**src/sv/dcrmc_pkg.sv**
```systemverilog
// package: types, constants and helpers for the duty-cycled radio link controller
package dcrmc_pkg;

    localparam int unsigned HOLD_TICKS_DEF    = 10;
    localparam int unsigned MAX_JOB_TICKS_DEF = 5000;
    localparam int unsigned JITTER_TICKS_DEF  = 1;
    localparam int unsigned MAP_SIZE          = 256;
    localparam int unsigned MAP_AW            = $clog2(MAP_SIZE);
    localparam int unsigned QDEPTH            = 2;
    localparam int unsigned DIV_STEPS         = 32;

    typedef enum logic [1:0] {
        M_RX   = 2'd0,
        M_LOOK = 2'd1,
        M_TX   = 2'd2,
        M_IDLE = 2'd3
    } t_mac_mode;

    typedef enum logic [1:0] {
        IN_TICK = 2'd0,
        IN_REQ  = 2'd1,
        IN_IDLE = 2'd2,
        IN_NOP  = 2'd3
    } t_in_mode;

    typedef enum logic [1:0] {
        EV_NONE     = 2'd0,
        EV_DONE     = 2'd1,
        EV_REPLACED = 2'd2,
        EV_PREEMPT  = 2'd3
    } t_event;

    localparam logic [1:0] RX_NONE  = 2'd0;
    localparam logic [1:0] RX_FRAME = 2'd1;
    localparam logic [1:0] RX_CRC   = 2'd2;

    localparam logic [2:0] CFG_RX_EN   = 3'd0;
    localparam logic [2:0] CFG_RX_CONT = 3'd1;
    localparam logic [2:0] CFG_THRESH  = 3'd2;
    localparam logic [2:0] CFG_SHORT   = 3'd3;
    localparam logic [2:0] CFG_LONG    = 3'd4;
    localparam logic [2:0] CFG_OFF     = 3'd5;
    localparam logic [2:0] CFG_SLOT    = 3'd6;
    localparam logic [2:0] CFG_QUIET   = 3'd7;

    typedef enum logic [2:0] {
        S_IDLE,
        S_DIV,
        S_TICK,
        S_MARK,
        S_CLEAR,
        S_OUT
    } t_back_state;

    // one classified item as it sits in the queue
    typedef struct packed {
        t_in_mode    kind;
        logic [31:0] now;
        logic        awake;
        logic [1:0]  rx_event;
        logic        receiving;
        logic        header;
        logic [7:0]  hash;
        logic signed [7:0] strength;
        logic        rnd;
        logic        accepted;
        logic [3:0]  prio;
        logic [31:0] budget;
    } t_item;

    typedef struct packed {
        logic        radio_on;
        logic        send_now;
        logic        frame_delivered;
        logic [1:0]  event_code;
        logic        request_taken;
        logic [7:0]  sent_count;
        logic [7:0]  others_seen;
        logic        energy_latched;
        logic        busy_res;
    } t_result;

    function automatic logic [7:0] fold_id(input logic [31:0] id);
        fold_id = id[31:24] ^ id[23:16] ^ id[15:8] ^ id[7:0];
    endfunction

endpackage

```
**src/sv/duty_cycled_radio_mac_controller.sv**
```systemverilog
// top level of the duty-cycled radio link controller
//
// Input channel: push/full. Each word is a time tick with radio status, a
// transmit request, a force-idle command or a no-op, chosen by i_mode.
// Result channel: empty/pop. Exactly one result word comes out for each
// input word, in order, held on the o_ ports while empty is low.
// Configuration: i_cfg_we, i_cfg_idx, i_cfg_data write one register per
// cycle; write only while no word is in flight.
// A tick goes from the queue head through S_CLEAR (on listen entry only),
// S_MARK (seen-map lookup) and S_TICK (mode logic) to the result register.
// A taken transmit request runs the 32-step budget divider, others S_OUT.
// A two-entry input queue lets new words arrive while the back end works;
// the back end takes its next word only once the result register is empty
// or the receiver is popping the previous result.
// Reset is synchronous; afterwards the block is in receive mode with the
// seen-map clear and the control and configuration registers at their reset values.
// When the receiver stalls, the back end holds its next word and the input
// queue fills, raising full.
module duty_cycled_radio_mac_controller #(
    parameter int unsigned HOLD_TICKS    = dcrmc_pkg::HOLD_TICKS_DEF,
    parameter int unsigned MAX_JOB_TICKS = dcrmc_pkg::MAX_JOB_TICKS_DEF,
    parameter int unsigned JITTER_TICKS  = dcrmc_pkg::JITTER_TICKS_DEF
) (
    input  logic               i_clk,
    input  logic               i_rst_n,
    input  logic               push,
    output logic               full,
    input  logic [1:0]         i_mode,
    input  logic [31:0]        i_now,
    input  logic               i_radio_awake,
    input  logic [1:0]         i_rx_event,
    input  logic               i_receiving,
    input  logic               i_header_complete,
    input  logic [31:0]        i_sender_id,
    input  logic signed [7:0]  i_signal_strength,
    input  logic               i_random_bit,
    input  logic               i_send_accepted,
    input  logic [3:0]         i_priority_req,
    input  logic [31:0]        i_budget_ticks,
    output logic               empty,
    input  logic               pop,
    output logic               o_radio_on,
    output logic               o_send_now,
    output logic               o_frame_delivered,
    output logic [1:0]         o_event_code,
    output logic               o_request_taken,
    output logic [7:0]         o_sent_count,
    output logic [7:0]         o_others_seen,
    output logic               o_energy_latched,
    output logic               o_busy_res,
    input  logic               i_cfg_we,
    input  logic [2:0]         i_cfg_idx,
    input  logic [15:0]        i_cfg_data
);
    logic               w_valid, w_take, w_rvalid;
    dcrmc_pkg::t_item   w_item;
    dcrmc_pkg::t_result w_res;

    dcrmc_front u_front (
        .i_clk       (i_clk),
        .i_rst_n     (i_rst_n),
        .i_push      (push),
        .full        (full),
        .i_kind      (dcrmc_pkg::t_in_mode'(i_mode)),
        .i_now       (i_now),
        .i_awake     (i_radio_awake),
        .i_rx_event  (i_rx_event),
        .i_receiving (i_receiving),
        .i_header    (i_header_complete),
        .i_sender_id (i_sender_id),
        .i_strength  (i_signal_strength),
        .i_rnd       (i_random_bit),
        .i_accepted  (i_send_accepted),
        .i_prio      (i_priority_req),
        .i_budget    (i_budget_ticks),
        .o_valid     (w_valid),
        .o_item      (w_item),
        .i_take      (w_take)
    );

    dcrmc_back #(
        .HOLD_TICKS    (HOLD_TICKS),
        .MAX_JOB_TICKS (MAX_JOB_TICKS),
        .JITTER_TICKS  (JITTER_TICKS)
    ) u_back (
        .i_clk       (i_clk),
        .i_rst_n     (i_rst_n),
        .i_valid     (w_valid),
        .i_item      (w_item),
        .o_take      (w_take),
        .i_cfg_we    (i_cfg_we),
        .i_cfg_idx   (i_cfg_idx),
        .i_cfg_data  (i_cfg_data),
        .o_res_valid (w_rvalid),
        .o_res       (w_res),
        .i_res_pop   (pop)
    );

    assign empty             = !w_rvalid;
    assign o_radio_on        = w_res.radio_on;
    assign o_send_now        = w_res.send_now;
    assign o_frame_delivered = w_res.frame_delivered;
    assign o_event_code      = w_res.event_code;
    assign o_request_taken   = w_res.request_taken;
    assign o_sent_count      = w_res.sent_count;
    assign o_others_seen     = w_res.others_seen;
    assign o_energy_latched  = w_res.energy_latched;
    assign o_busy_res        = w_res.busy_res;
endmodule

```
**src/sv/dcrmc_front.sv**
```systemverilog
// front end: input queue that classifies items and folds sender ids
module dcrmc_front (
    input  logic                 i_clk,
    input  logic                 i_rst_n,
    input  logic                 i_push,
    output logic                 full,
    input  dcrmc_pkg::t_in_mode  i_kind,
    input  logic [31:0]          i_now,
    input  logic                 i_awake,
    input  logic [1:0]           i_rx_event,
    input  logic                 i_receiving,
    input  logic                 i_header,
    input  logic [31:0]          i_sender_id,
    input  logic signed [7:0]    i_strength,
    input  logic                 i_rnd,
    input  logic                 i_accepted,
    input  logic [3:0]           i_prio,
    input  logic [31:0]          i_budget,
    output logic                 o_valid,
    output dcrmc_pkg::t_item     o_item,
    input  logic                 i_take
);
    localparam int unsigned PW = $clog2(dcrmc_pkg::QDEPTH);

    dcrmc_pkg::t_item r_q [dcrmc_pkg::QDEPTH];
    logic [PW-1:0] r_wp, r_rp;
    logic [PW:0]   r_cnt;
    dcrmc_pkg::t_item w_item;
    logic w_push, w_pop;

    always_comb begin
        w_item.kind      = i_kind;
        w_item.now       = i_now;
        w_item.awake     = i_awake;
        // an unused event code counts as nothing
        w_item.rx_event  = (i_rx_event == 2'd3) ? dcrmc_pkg::RX_NONE : i_rx_event;
        w_item.receiving = i_receiving;
        w_item.header    = i_header;
        w_item.hash      = dcrmc_pkg::fold_id(i_sender_id);
        w_item.strength  = i_strength;
        w_item.rnd       = i_rnd;
        w_item.accepted  = i_accepted;
        w_item.prio      = i_prio;
        w_item.budget    = i_budget;
    end

    assign full    = (r_cnt == (PW+1)'(dcrmc_pkg::QDEPTH));
    assign o_valid = (r_cnt != '0);
    assign o_item  = r_q[r_rp];
    assign w_push  = i_push && !full;
    assign w_pop   = i_take && o_valid;

    always_ff @(posedge i_clk) begin
        if (w_push) begin
            r_q[r_wp] <= w_item;
        end
    end

    always_ff @(posedge i_clk) begin
        if (!i_rst_n) begin
            r_wp  <= '0;
            r_rp  <= '0;
            r_cnt <= '0;
        end else begin
            if (w_push) r_wp <= r_wp + 1'b1;
            if (w_pop)  r_rp <= r_rp + 1'b1;
            r_cnt <= r_cnt + (PW+1)'(w_push) - (PW+1)'(w_pop);
        end
    end
endmodule

```
**src/sv/dcrmc_div.sv**
```systemverilog
// iterative restoring divider, one quotient bit per cycle
module dcrmc_div (
    input  logic        i_clk,
    input  logic        i_rst_n,
    input  logic        i_start,
    input  logic [31:0] i_num,
    input  logic [15:0] i_den,
    output logic        o_done,
    output logic [31:0] o_quot
);
    logic [31:0] r_q;
    logic [16:0] r_rem;
    logic [5:0]  r_cnt;
    logic        r_busy;
    logic [16:0] w_sh;
    logic [16:0] w_sub;

    assign w_sh   = {r_rem[15:0], r_q[31]};
    assign w_sub  = w_sh - {1'b0, i_den};
    assign o_quot = r_q;
    assign o_done = r_busy && (r_cnt == 6'(dcrmc_pkg::DIV_STEPS));

    always_ff @(posedge i_clk) begin
        if (!i_rst_n) begin
            r_busy <= 1'b0;
            r_cnt  <= '0;
        end else if (i_start) begin
            r_busy <= 1'b1;
            r_cnt  <= '0;
        end else if (o_done) begin
            r_busy <= 1'b0;
        end else if (r_busy) begin
            r_cnt <= r_cnt + 1'b1;
        end
    end

    always_ff @(posedge i_clk) begin
        if (i_start) begin
            r_q   <= i_num;
            r_rem <= '0;
        end else if (r_busy && !o_done) begin
            if (!w_sub[16]) begin
                r_rem <= w_sub;
                r_q   <= {r_q[30:0], 1'b1};
            end else begin
                r_rem <= w_sh;
                r_q   <= {r_q[30:0], 1'b0};
            end
        end
    end
endmodule

```
**src/sv/dcrmc_back.sv**
```systemverilog
// back end: mode logic, seen-map memory, job bookkeeping and result register
module dcrmc_back #(
    parameter int unsigned HOLD_TICKS    = dcrmc_pkg::HOLD_TICKS_DEF,
    parameter int unsigned MAX_JOB_TICKS = dcrmc_pkg::MAX_JOB_TICKS_DEF,
    parameter int unsigned JITTER_TICKS  = dcrmc_pkg::JITTER_TICKS_DEF
) (
    input  logic              i_clk,
    input  logic              i_rst_n,
    input  logic              i_valid,
    input  dcrmc_pkg::t_item  i_item,
    output logic              o_take,
    input  logic              i_cfg_we,
    input  logic [2:0]        i_cfg_idx,
    input  logic [15:0]       i_cfg_data,
    output logic              o_res_valid,
    output dcrmc_pkg::t_result o_res,
    input  logic              i_res_pop
);
    // configuration
    logic        r_rx_en, r_rx_cont;
    logic signed [7:0] r_thresh;
    logic [15:0] r_short, r_long, r_off, r_slot, r_quiet;

    // controller state
    dcrmc_pkg::t_mac_mode r_mode, n_mode;
    logic        r_entered, n_entered;
    logic        r_radio, n_radio;
    logic [31:0] r_tstart, n_tstart;
    logic [31:0] r_wait, n_wait;
    logic        r_jit, n_jit;
    logic [7:0]  r_other, n_other;
    logic [7:0]  r_sent, n_sent;
    logic [15:0] r_limit, n_limit;
    logic [31:0] r_jstart, n_jstart;
    logic [3:0]  r_prio, n_prio;
    logic        r_energy, n_energy;

    dcrmc_pkg::t_back_state r_st, n_st;
    dcrmc_pkg::t_result     r_res, n_res;
    logic                   r_rvalid, n_rvalid;

    // seen map: 32 bytes of eight sender bits, cleared as a whole on listen entry
    logic [7:0]             r_map [dcrmc_pkg::MAP_SIZE/8];
    logic [7:0]             r_map_byte;
    logic [4:0]             w_map_addr;
    logic [7:0]             w_map_bit;
    logic                   w_map_clr, w_map_set;
    logic                   w_fresh;

    logic        w_div_start, w_div_done;
    logic [31:0] w_quot;

    dcrmc_div u_div (
        .i_clk   (i_clk),
        .i_rst_n (i_rst_n),
        .i_start (w_div_start),
        .i_num   (i_item.budget),
        .i_den   (r_slot),
        .o_done  (w_div_done),
        .o_quot  (w_quot)
    );

    logic [31:0] w_round;
    logic [23:0] w_round_full;
    assign w_round_full = ({16'd0, r_other} + 24'd1) * {8'd0, r_slot};
    assign w_round = {8'd0, w_round_full};

    always_ff @(posedge i_clk) begin
        if (!i_rst_n) begin
            r_rx_en   <= 1'b0;
            r_rx_cont <= 1'b0;
            r_thresh  <= -8'sd90;
            r_short   <= 16'd5;
            r_long    <= 16'd50;
            r_off     <= 16'd100;
            r_slot    <= 16'd10;
            r_quiet   <= 16'd20;
        end else if (i_cfg_we) begin
            unique case (i_cfg_idx)
                dcrmc_pkg::CFG_RX_EN:   r_rx_en   <= i_cfg_data[0];
                dcrmc_pkg::CFG_RX_CONT: r_rx_cont <= i_cfg_data[0];
                dcrmc_pkg::CFG_THRESH:  r_thresh  <= i_cfg_data[7:0];
                dcrmc_pkg::CFG_SHORT:   r_short   <= i_cfg_data;
                dcrmc_pkg::CFG_LONG:    r_long    <= i_cfg_data;
                dcrmc_pkg::CFG_OFF:     r_off     <= i_cfg_data;
                dcrmc_pkg::CFG_SLOT:    r_slot    <= i_cfg_data;
                dcrmc_pkg::CFG_QUIET:   r_quiet   <= i_cfg_data;
                default: ;
            endcase
        end
    end

    // a changed receive enable or continuous-receive bit restarts receive mode
    logic w_cfg_restart;
    assign w_cfg_restart = i_cfg_we && (r_mode == dcrmc_pkg::M_RX) &&
        (((i_cfg_idx == dcrmc_pkg::CFG_RX_EN) && (i_cfg_data[0] != r_rx_en)) ||
         ((i_cfg_idx == dcrmc_pkg::CFG_RX_CONT) && (i_cfg_data[0] != r_rx_cont)));

    function automatic logic elapsed(input logic [31:0] now, input logic [31:0] t0,
                                     input logic [31:0] span);
        logic [31:0] d;
        d = now - t0;
        elapsed = (d >= span);
    endfunction

    logic        w_busy_mode;
    logic        w_mark;
    logic [31:0] w_delay;
    logic [31:0] w_rxslot;
    logic [31:0] w_now;
    logic [31:0] w_lim;
    logic [7:0]  w_sent_inc;

    assign w_now       = i_item.now;
    assign w_busy_mode = (r_mode != dcrmc_pkg::M_RX);
    assign w_mark      = (i_item.rx_event == dcrmc_pkg::RX_FRAME) && i_item.header;
    assign w_delay     = r_jit ? 32'(JITTER_TICKS) : 32'd0;
    assign w_rxslot    = i_item.receiving ? {16'd0, r_slot} : 32'd0;
    assign w_sent_inc  = (i_item.accepted && (r_sent != 8'hFF)) ? r_sent + 8'd1 : r_sent;
    assign w_lim = (r_slot == 16'd0) ? 32'd65535 :
                   (w_quot > 32'd65535) ? 32'd65535 :
                   (w_quot == 32'd0) ? 32'd1 : w_quot;
    assign w_map_clr = (r_st == dcrmc_pkg::S_CLEAR);

    assign w_map_addr = i_item.hash[7:3];
    assign w_map_bit  = 8'd1 << i_item.hash[2:0];

    always_ff @(posedge i_clk) begin
        if (!i_rst_n || w_map_clr) begin
            r_map <= '{default: '0};
        end else if (w_map_set) begin
            r_map[w_map_addr] <= r_map_byte | w_map_bit;
        end
    end

    // byte read during the lookup cycle, used by the mode logic in the cycle after
    always_ff @(posedge i_clk) begin
        r_map_byte <= r_map[w_map_addr];
    end

    assign w_fresh = !(|(r_map_byte & w_map_bit));

    assign w_map_set = (r_st == dcrmc_pkg::S_TICK) && w_mark &&
                       ((r_mode == dcrmc_pkg::M_LOOK) || (r_mode == dcrmc_pkg::M_TX));

    always_comb begin
        logic [31:0] ts, wt;
        logic        rw, ent, en, jt, fresh, jmp, sn, dl;
        logic [7:0]  oc, sc;
        logic [1:0]  ev;
        logic [31:0] rnd_round;
        ts = r_tstart; wt = r_wait; rw = r_radio; ent = r_entered; en = r_energy;
        jt = r_jit; oc = r_other; sc = r_sent; ev = dcrmc_pkg::EV_NONE;
        sn = 1'b0; dl = 1'b0; jmp = 1'b0; fresh = w_fresh;
        rnd_round = w_round;

        n_mode = r_mode; n_entered = r_entered; n_radio = r_radio;
        n_tstart = r_tstart; n_wait = r_wait; n_jit = r_jit; n_other = r_other;
        n_sent = r_sent; n_limit = r_limit; n_jstart = r_jstart; n_prio = r_prio;
        n_energy = r_energy; n_st = r_st; n_res = r_res; n_rvalid = r_rvalid;
        o_take = 1'b0; w_div_start = 1'b0;

        if (w_cfg_restart) n_entered = 1'b0;
        if (r_rvalid && i_res_pop) n_rvalid = 1'b0;

        unique case (r_st)
            dcrmc_pkg::S_IDLE: begin
                if (i_valid && !(r_rvalid && !i_res_pop)) begin
                    unique case (i_item.kind)
                        dcrmc_pkg::IN_REQ: begin
                            if (!w_busy_mode || i_item.prio >= r_prio) begin
                                w_div_start = 1'b1;
                                n_st = dcrmc_pkg::S_DIV;
                            end else begin
                                n_st = dcrmc_pkg::S_OUT;
                            end
                        end
                        dcrmc_pkg::IN_TICK: begin
                            if (r_mode == dcrmc_pkg::M_LOOK && !r_entered)
                                n_st = dcrmc_pkg::S_CLEAR;
                            else
                                n_st = dcrmc_pkg::S_MARK;
                        end
                        dcrmc_pkg::IN_IDLE: begin
                            n_mode = dcrmc_pkg::M_IDLE;
                            n_entered = 1'b0;
                            n_st = dcrmc_pkg::S_OUT;
                        end
                        default: n_st = dcrmc_pkg::S_OUT;
                    endcase
                end
            end
            dcrmc_pkg::S_CLEAR: begin
                n_other = 8'd0;
                n_st = dcrmc_pkg::S_MARK;
            end
            dcrmc_pkg::S_MARK: begin
                // map lookup registered into r_map_byte
                n_st = dcrmc_pkg::S_TICK;
            end
            dcrmc_pkg::S_DIV: begin
                if (w_div_done) begin
                    if (w_busy_mode)
                        ev = (i_item.prio == r_prio) ? dcrmc_pkg::EV_REPLACED
                                                     : dcrmc_pkg::EV_PREEMPT;
                    n_prio = i_item.prio;
                    n_limit = w_lim[15:0];
                    n_sent = 8'd0;
                    if (!w_busy_mode) begin
                        n_mode = dcrmc_pkg::M_LOOK;
                        n_entered = 1'b0;
                    end
                    n_jstart = w_now;
                    o_take = 1'b1;
                    n_rvalid = 1'b1;
                    n_res = '0;
                    n_res.radio_on = r_radio;
                    n_res.event_code = ev;
                    n_res.request_taken = 1'b1;
                    n_res.sent_count = 8'd0;
                    n_res.others_seen = r_other;
                    n_res.energy_latched = r_energy;
                    n_res.busy_res = 1'b1;
                    n_st = dcrmc_pkg::S_IDLE;
                end
            end
            dcrmc_pkg::S_OUT: begin
                o_take = 1'b1;
                n_rvalid = 1'b1;
                n_res = '0;
                n_res.radio_on = r_radio;
                n_res.sent_count = r_sent;
                n_res.others_seen = r_other;
                n_res.energy_latched = r_energy;
                n_res.busy_res = (n_mode != dcrmc_pkg::M_RX);
                n_st = dcrmc_pkg::S_IDLE;
            end
            dcrmc_pkg::S_TICK: begin
                unique case (r_mode)
                    dcrmc_pkg::M_RX: begin
                        if (!ent) begin
                            if (r_rx_en) begin
                                rw = 1'b1; ts = w_now; wt = {16'd0, r_long};
                            end else begin
                                rw = 1'b0;
                            end
                            en = 1'b0; ent = 1'b1;
                        end
                        if (!rw && r_rx_en && (elapsed(w_now, ts, wt) || i_item.awake)) begin
                            rw = 1'b1; ts = w_now; wt = {16'd0, r_short};
                        end
                        if (i_item.awake) begin
                            if (i_item.rx_event == dcrmc_pkg::RX_FRAME) begin
                                ts = w_now; wt = {16'd0, r_long}; dl = i_item.header;
                            end else if (i_item.rx_event == dcrmc_pkg::RX_CRC) begin
                                ts = w_now; wt = {16'd0, r_long};
                            end else if (!i_item.receiving && !r_rx_cont) begin
                                if (r_thresh != 8'sd0 && i_item.strength >= r_thresh) begin
                                    ts = w_now; wt = 32'(HOLD_TICKS); en = 1'b1;
                                end else if (elapsed(w_now, ts, wt)) begin
                                    rw = 1'b0; en = 1'b0; ts = w_now; wt = {16'd0, r_off};
                                end
                            end
                        end
                    end
                    dcrmc_pkg::M_LOOK: begin
                        if (!ent) begin
                            rw = 1'b1; ts = w_now; ent = 1'b1;
                            fresh = 1'b1; // map was just cleared
                        end
                        if (w_mark) begin
                            dl = r_rx_en;
                            if (fresh) begin
                                ts = w_now;
                                if (oc != 8'hFF) oc = oc + 8'd1;
                            end else begin
                                jmp = 1'b1;
                            end
                        end
                        rnd_round = 32'(({16'd0, oc} + 24'd1) * {8'd0, r_slot});
                        if (jmp || elapsed(w_now, ts, {16'd0, r_quiet} + w_rxslot)) begin
                            sn = 1'b1;
                            sc = w_sent_inc;
                            if ({8'd0, sc} < r_limit) begin
                                wt = rnd_round + (jmp ? {17'd0, r_slot[15:1]} : 32'd0);
                                ts = w_now;
                                n_mode = dcrmc_pkg::M_TX; ent = 1'b0;
                            end else begin
                                ev = dcrmc_pkg::EV_DONE;
                                n_mode = dcrmc_pkg::M_RX; ent = 1'b0;
                            end
                        end
                    end
                    dcrmc_pkg::M_TX: begin
                        logic [31:0] dly;
                        if (!ent) begin
                            jt = i_item.rnd; ent = 1'b1;
                        end
                        if (w_mark) begin
                            dl = r_rx_en;
                            if (fresh) begin
                                if (oc != 8'hFF) oc = oc + 8'd1;
                                wt = 32'(({16'd0, oc} + 24'd1) * {8'd0, r_slot});
                            end
                        end
                        rnd_round = 32'(({16'd0, oc} + 24'd1) * {8'd0, r_slot});
                        dly = jt ? 32'(JITTER_TICKS) : 32'd0;
                        if (elapsed(w_now, ts, wt + dly + w_rxslot)) begin
                            sn = 1'b1;
                            sc = w_sent_inc;
                            if ({8'd0, sc} < r_limit &&
                                (w_now - r_jstart) < 32'(MAX_JOB_TICKS)) begin
                                jt = i_item.rnd;
                                ts = w_now - dly;
                                wt = rnd_round;
                            end else begin
                                ev = dcrmc_pkg::EV_DONE;
                                n_mode = dcrmc_pkg::M_RX; ent = 1'b0;
                            end
                        end
                    end
                    default: begin
                        if (!ent) begin
                            rw = 1'b1; ts = w_now; wt = {16'd0, r_short}; ent = 1'b1;
                        end
                        if (!rw && elapsed(w_now, ts, wt)) begin
                            rw = 1'b1; ts = w_now; wt = {16'd0, r_short};
                        end
                        if (i_item.awake && elapsed(w_now, ts, wt)) begin
                            rw = 1'b0; ts = w_now; wt = {16'd0, r_off};
                        end
                    end
                endcase
                n_tstart = ts; n_wait = wt; n_radio = rw; n_entered = ent;
                n_energy = en; n_jit = jt; n_other = oc; n_sent = sc;
                o_take = 1'b1;
                n_rvalid = 1'b1;
                n_res.radio_on = rw;
                n_res.send_now = sn;
                n_res.frame_delivered = dl;
                n_res.event_code = ev;
                n_res.request_taken = 1'b0;
                n_res.sent_count = sc;
                n_res.others_seen = oc;
                n_res.energy_latched = en;
                n_res.busy_res = (n_mode != dcrmc_pkg::M_RX);
                n_st = dcrmc_pkg::S_IDLE;
            end
            default: n_st = dcrmc_pkg::S_IDLE;
        endcase
    end

    always_ff @(posedge i_clk) begin
        if (!i_rst_n) begin
            r_st     <= dcrmc_pkg::S_IDLE;
            r_mode   <= dcrmc_pkg::M_RX;
            r_entered <= 1'b0;
            r_radio  <= 1'b0;
            r_tstart <= '0;
            r_wait   <= '0;
            r_jit    <= 1'b0;
            r_other  <= '0;
            r_sent   <= '0;
            r_limit  <= '0;
            r_jstart <= '0;
            r_prio   <= '0;
            r_energy <= 1'b0;
            r_rvalid <= 1'b0;
        end else begin
            r_st     <= n_st;
            r_mode   <= n_mode;
            r_entered <= n_entered;
            r_radio  <= n_radio;
            r_tstart <= n_tstart;
            r_wait   <= n_wait;
            r_jit    <= n_jit;
            r_other  <= n_other;
            r_sent   <= n_sent;
            r_limit  <= n_limit;
            r_jstart <= n_jstart;
            r_prio   <= n_prio;
            r_energy <= n_energy;
            r_rvalid <= n_rvalid;
        end
    end

    always_ff @(posedge i_clk) begin
        r_res <= n_res;
    end

    assign o_res_valid = r_rvalid;
    assign o_res       = r_res;
endmodule

```
**config.mk**
```make
export PLATFORM = sky130hd
export DESIGN_NAME = duty_cycled_radio_mac_controller
export DESIGN_NICKNAME = d
export VERILOG_FILES = /design/src/sv/dcrmc_pkg.sv /design/src/sv/duty_cycled_radio_mac_controller.sv /design/src/sv/dcrmc_front.sv /design/src/sv/dcrmc_div.sv /design/src/sv/dcrmc_back.sv
export SDC_FILE = /design/constraint.sdc
export NUM_CORES = 2
export LEC_CHECK = 0
export ABC_AREA = 1
export CELL_PAD_IN_SITES_DETAIL_PLACEMENT = 1
export CELL_PAD_IN_SITES_GLOBAL_PLACEMENT = 1
export CORE_UTILIZATION = 49
export DETAILED_ROUTE_END_ITERATION = 7
export DONT_BUFFER_PORTS = 1
export GPL_TIMING_DRIVEN = 0
export MAX_ROUTING_LAYER = met4
export PLACE_DENSITY_LB_ADDON = 0.05
export REMOVE_ABC_BUFFERS = 1
export SYNTH_ARGS = -nofsm -noshare
export SYNTH_HDL_FRONTEND = slang
export SYNTH_HIERARCHICAL = 1
export SYNTH_SLANG_ARGS = --single-unit
```
**constraint.sdc**
```tcl
create_clock -name i_clk -period 11.51 [get_ports i_clk]
set_input_delay 2.302 -clock i_clk [delete_from_list [all_inputs] [get_ports i_clk]]
set_output_delay 2.302 -clock i_clk [all_outputs]
set_load 0.1 [all_outputs]
```
==> metrics <==
root buffer cell=clkbuf_16; Synth Instances=10500; VDD IR max=156 uV; Area growth syn-to-layout=9.45%; fraction of layout cells with a size suffix above 1=6.99%; Hold Buf Count CTS=0; hold crit path type=register to register; slowest stage delay, CP=0.40 ns; Syn. warnings=6; first-pass GRT wire length=468 mm; Clk pwr share=17.7%; Slew @ Worst Pin=between 1.5 and 2 ns; Reg power frac=19.7%; DR iter-0 viols=6572; R2R depth=56; most used flip-flop cell after synthesis=dfxtp_1; Synth async-reset ratio=0%; hold path endpoint=u_back/r_map[108]$_SDFFE_PP0P_; outcome=finished, violations left; Vias=~75000; slew margin rel.=-2.05%; Final Skew=0.0605 ns; Net Sw Frac=52.4%; Seq/Total Area, Yosys=24.2%; Syn Area/Cell=between 7 and 8 um^2; Total GRT Usage=about 42%; total wire length=315 mm; # H-tree levels=3; vias in the first global route=between 70000 and 80000; MaxCap Viol Count=1; DRC errors left=0; Top Ports=167; Hold Crit Start=u_back/r_map[108]$_SDFFE_PP0P_; synth unique cells=roughly 70; core area=approximately 150000 um^2; Die X=389 um; remaining global-route overflow=0; Vias/cell=6.08; P_leak=36.6 nW; Worst-Skew Late Latency=0.75 ns; WL/cell=25.6 um; power share of the combinational group=62.6%; Routed Antenna Nets=0; violated checks=capacitance limit, slew limit; Die Y-Extent=389 um; minimum clock period=11.20 ns; TNS Setup=0 ns; pins over their slew limit=21; power per cell area=around 210 nW/um^2; CTS Buffer Depth=3; EDFF count, synth=242; Worst setup EP type=register; Pre-antenna DRT Iters=5; number of buffers added on ports=0; HPWL Detailed=228 mm; fmax=0.0893 GHz; Final Cycle Share=97.3%; Seq cells post-synth=766; cts bufs inserted=87; most frequent cells in the layout=nand2_1, inv_1, nor2_1, a21oi_1, o21ai_0; final instance area=80200 um^2; Cell Int Power=approximately 8.0 mW; initial core utilization=49.5%; Slowest-stage cell, CP=dfxtp_4; Critical Path AT=11.81 ns; Num Clock Sinks=766; initial antenna violation count=22; Reg-to-Reg End=u_back/r_wait[30]$_SDFFE_PN0P_; clock-pin slew on the worst setup and hold paths=around 0.07 ns; gpl congestion=0.998; Hold Path Cell Cnt=2; Fin. Hold Viols=0; Mapped Area=73300 um^2; commonest non-fill, non-tap cell in the layout=nand2_1; Max FO, Critical Path=24; placed cell area=74800 um^2; CP most frequent cell=a21oi_2; CP Class=register to register; fin nets=11400; area of the die=151000 um^2; Req. time, crit path=around 12 ns; Setup crit start kind=register; largest net degree at the start of global routing=around 210; final setup fails=0; CTS tree=built; Std-Cell Rows=141; reg2reg setup slack=0.31 ns; NetSw=8.84 mW
## power groups by stage
| stage | clock network (mW) | registers, mW | logic, mW |
|---|---|---|---|
| final | 2.99 | 3.32 | 10.6 |
| after global routing | 3.12 | 3.33 | 11.4 |
| after CTS | 3.03 | 3.32 | 9.99 |
| after detailed placement | 0 | 3.39 | 9.47 |
| after global placement | 0 | 3.41 | 9.04 |
| after floorplan | 0 | 3.32 | 6.15 |
## cell families (layout without fill, tap and decap cells)
logic type / Yosys count / after routing / synth area share [%]
and+or+nand+nor: 4078 / 4083 / 22.9
AOI/OAI and AO/OA: 2208 / 2208 / 17.1
buffers and inverters: 2060 / 1938 / 10.8
adders and majority gates: 948 / 948 / 19.5
DFF: 766 / 766 / 24.2
xor gates and xnor gates: 306 / 306 / 3.68
muxes: 94 / 94 / 1.80
other: 0 / 25 / 0
## worst max-delay path, delay by kind of cell, from the launching register on
| family | cells | cell delay [ns] |
|---|---|---|
| mux | 1 | 0.21 |
| simple gates | 17 | 2.40 |
| flops | 1 | 0.40 |
| fa+ha+maj | 4 | 1.29 |
| buf+inv | 10 | 1.75 |
| compound gates | 22 | 4.52 |
| xor+xnor | 2 | 0.48 |
## cells in the mapped netlist, drive strengths merged, types with 191 or more instances
cell / count / area (um^2)
clkbuf: 354 / 1330
inv: 1595 / 5990
nor2: 999 / 3840
fa: 319 / 6390
dfxtp: 524 / 10500
nand2: 2378 / 9020
o21ai: 837 / 4210
ha: 629 / 7870
edfxtp: 242 / 7270
xor2: 191 / 1690
a211oi: 268 / 2010
a21oi: 756 / 3790
nand3: 374 / 1880
## layout make-up
cell class              count  area, um^2
diodes                     25        62.6
clock buffers             129        2520
clock inverters            30         500
fillers                 19000       67800
inverters                1612        6150
multi-input cells        7639       48700
flip-flops and latches    766       17800
well taps                1930        2410
repair buffers            165        2050
repair inverters            2        10.0
## flip-flops by register name (all words and copies together), names as in the netlist, 24 cells and up, named ones only
register / count
u_back/r_map: 256
u_front/r_q: 186
u_back/r_jstart: 32
u_back/r_tstart: 32
u_back/r_wait: 32
u_back/u_div/o_quot: 32
u_back/o_res: 24
## routing by layer
layer	GRT usage (%)	vias up	wire length, um
met2	63.9	2916	140000
met4	18.7	0	15600
met1	53.1	37200	132000
met3	7.39	696	27400
met5	-	-	0
li1	-	34000	-
## repair_timing
item | in CTS | in global routing
resized for setup | 133 | 142
setup buffers | 62 | 60
pin swaps | 21 | 45
gates cloned | 10 | 6
setup endpoints to repair | 91 | 91
## how the worst max path moves through the flow
stage,startpoint,end,slack [ns],cells after the start
after detailed placement,u_back/r_entered$_SDFF_PN0_,u_back/r_wait[24]$_SDFFE_PN0P_,-6.10,60
after floorplan,u_back/r_entered$_SDFF_PN0_,u_back/r_wait[24]$_SDFFE_PN0P_,-4.76,63
after CTS,register,u_back/r_wait[4]$_SDFFE_PN0P_,0.002,65
final,register,u_back/r_wait[30]$_SDFFE_PN0P_,0.31,56
after global routing,register,u_back/r_wait[28]$_SDFFE_PN0P_,-0.15,55
after global placement,u_back/r_entered$_SDFF_PN0_,u_back/r_wait[24]$_SDFFE_PN0P_,-20.93,58
## stage by stage
stage / util [%] / hold WS, ns / setup slack [ns] / power [mW] / std cells
2_1_floorplan: - / 0.433 / -4.76 / 9.47 / 10000
3_3_place_gp: 49.9 / 0.446 / -20.93 / 12.4 / 11900
3_5_place_dp: 50.5 / 0.451 / -6.10 / 12.9 / 12000
4_1_cts: 53.4 / 0.465 / 0.00192 / 16.3 / 12200
5_1_grt: 54.2 / 0.481 / -0.148 / 17.8 / 12300
6_report: 54.2 / 0.461 / 0.314 / 16.9 / 12300
Note: power is estimated with default switching activity, not from simulation.
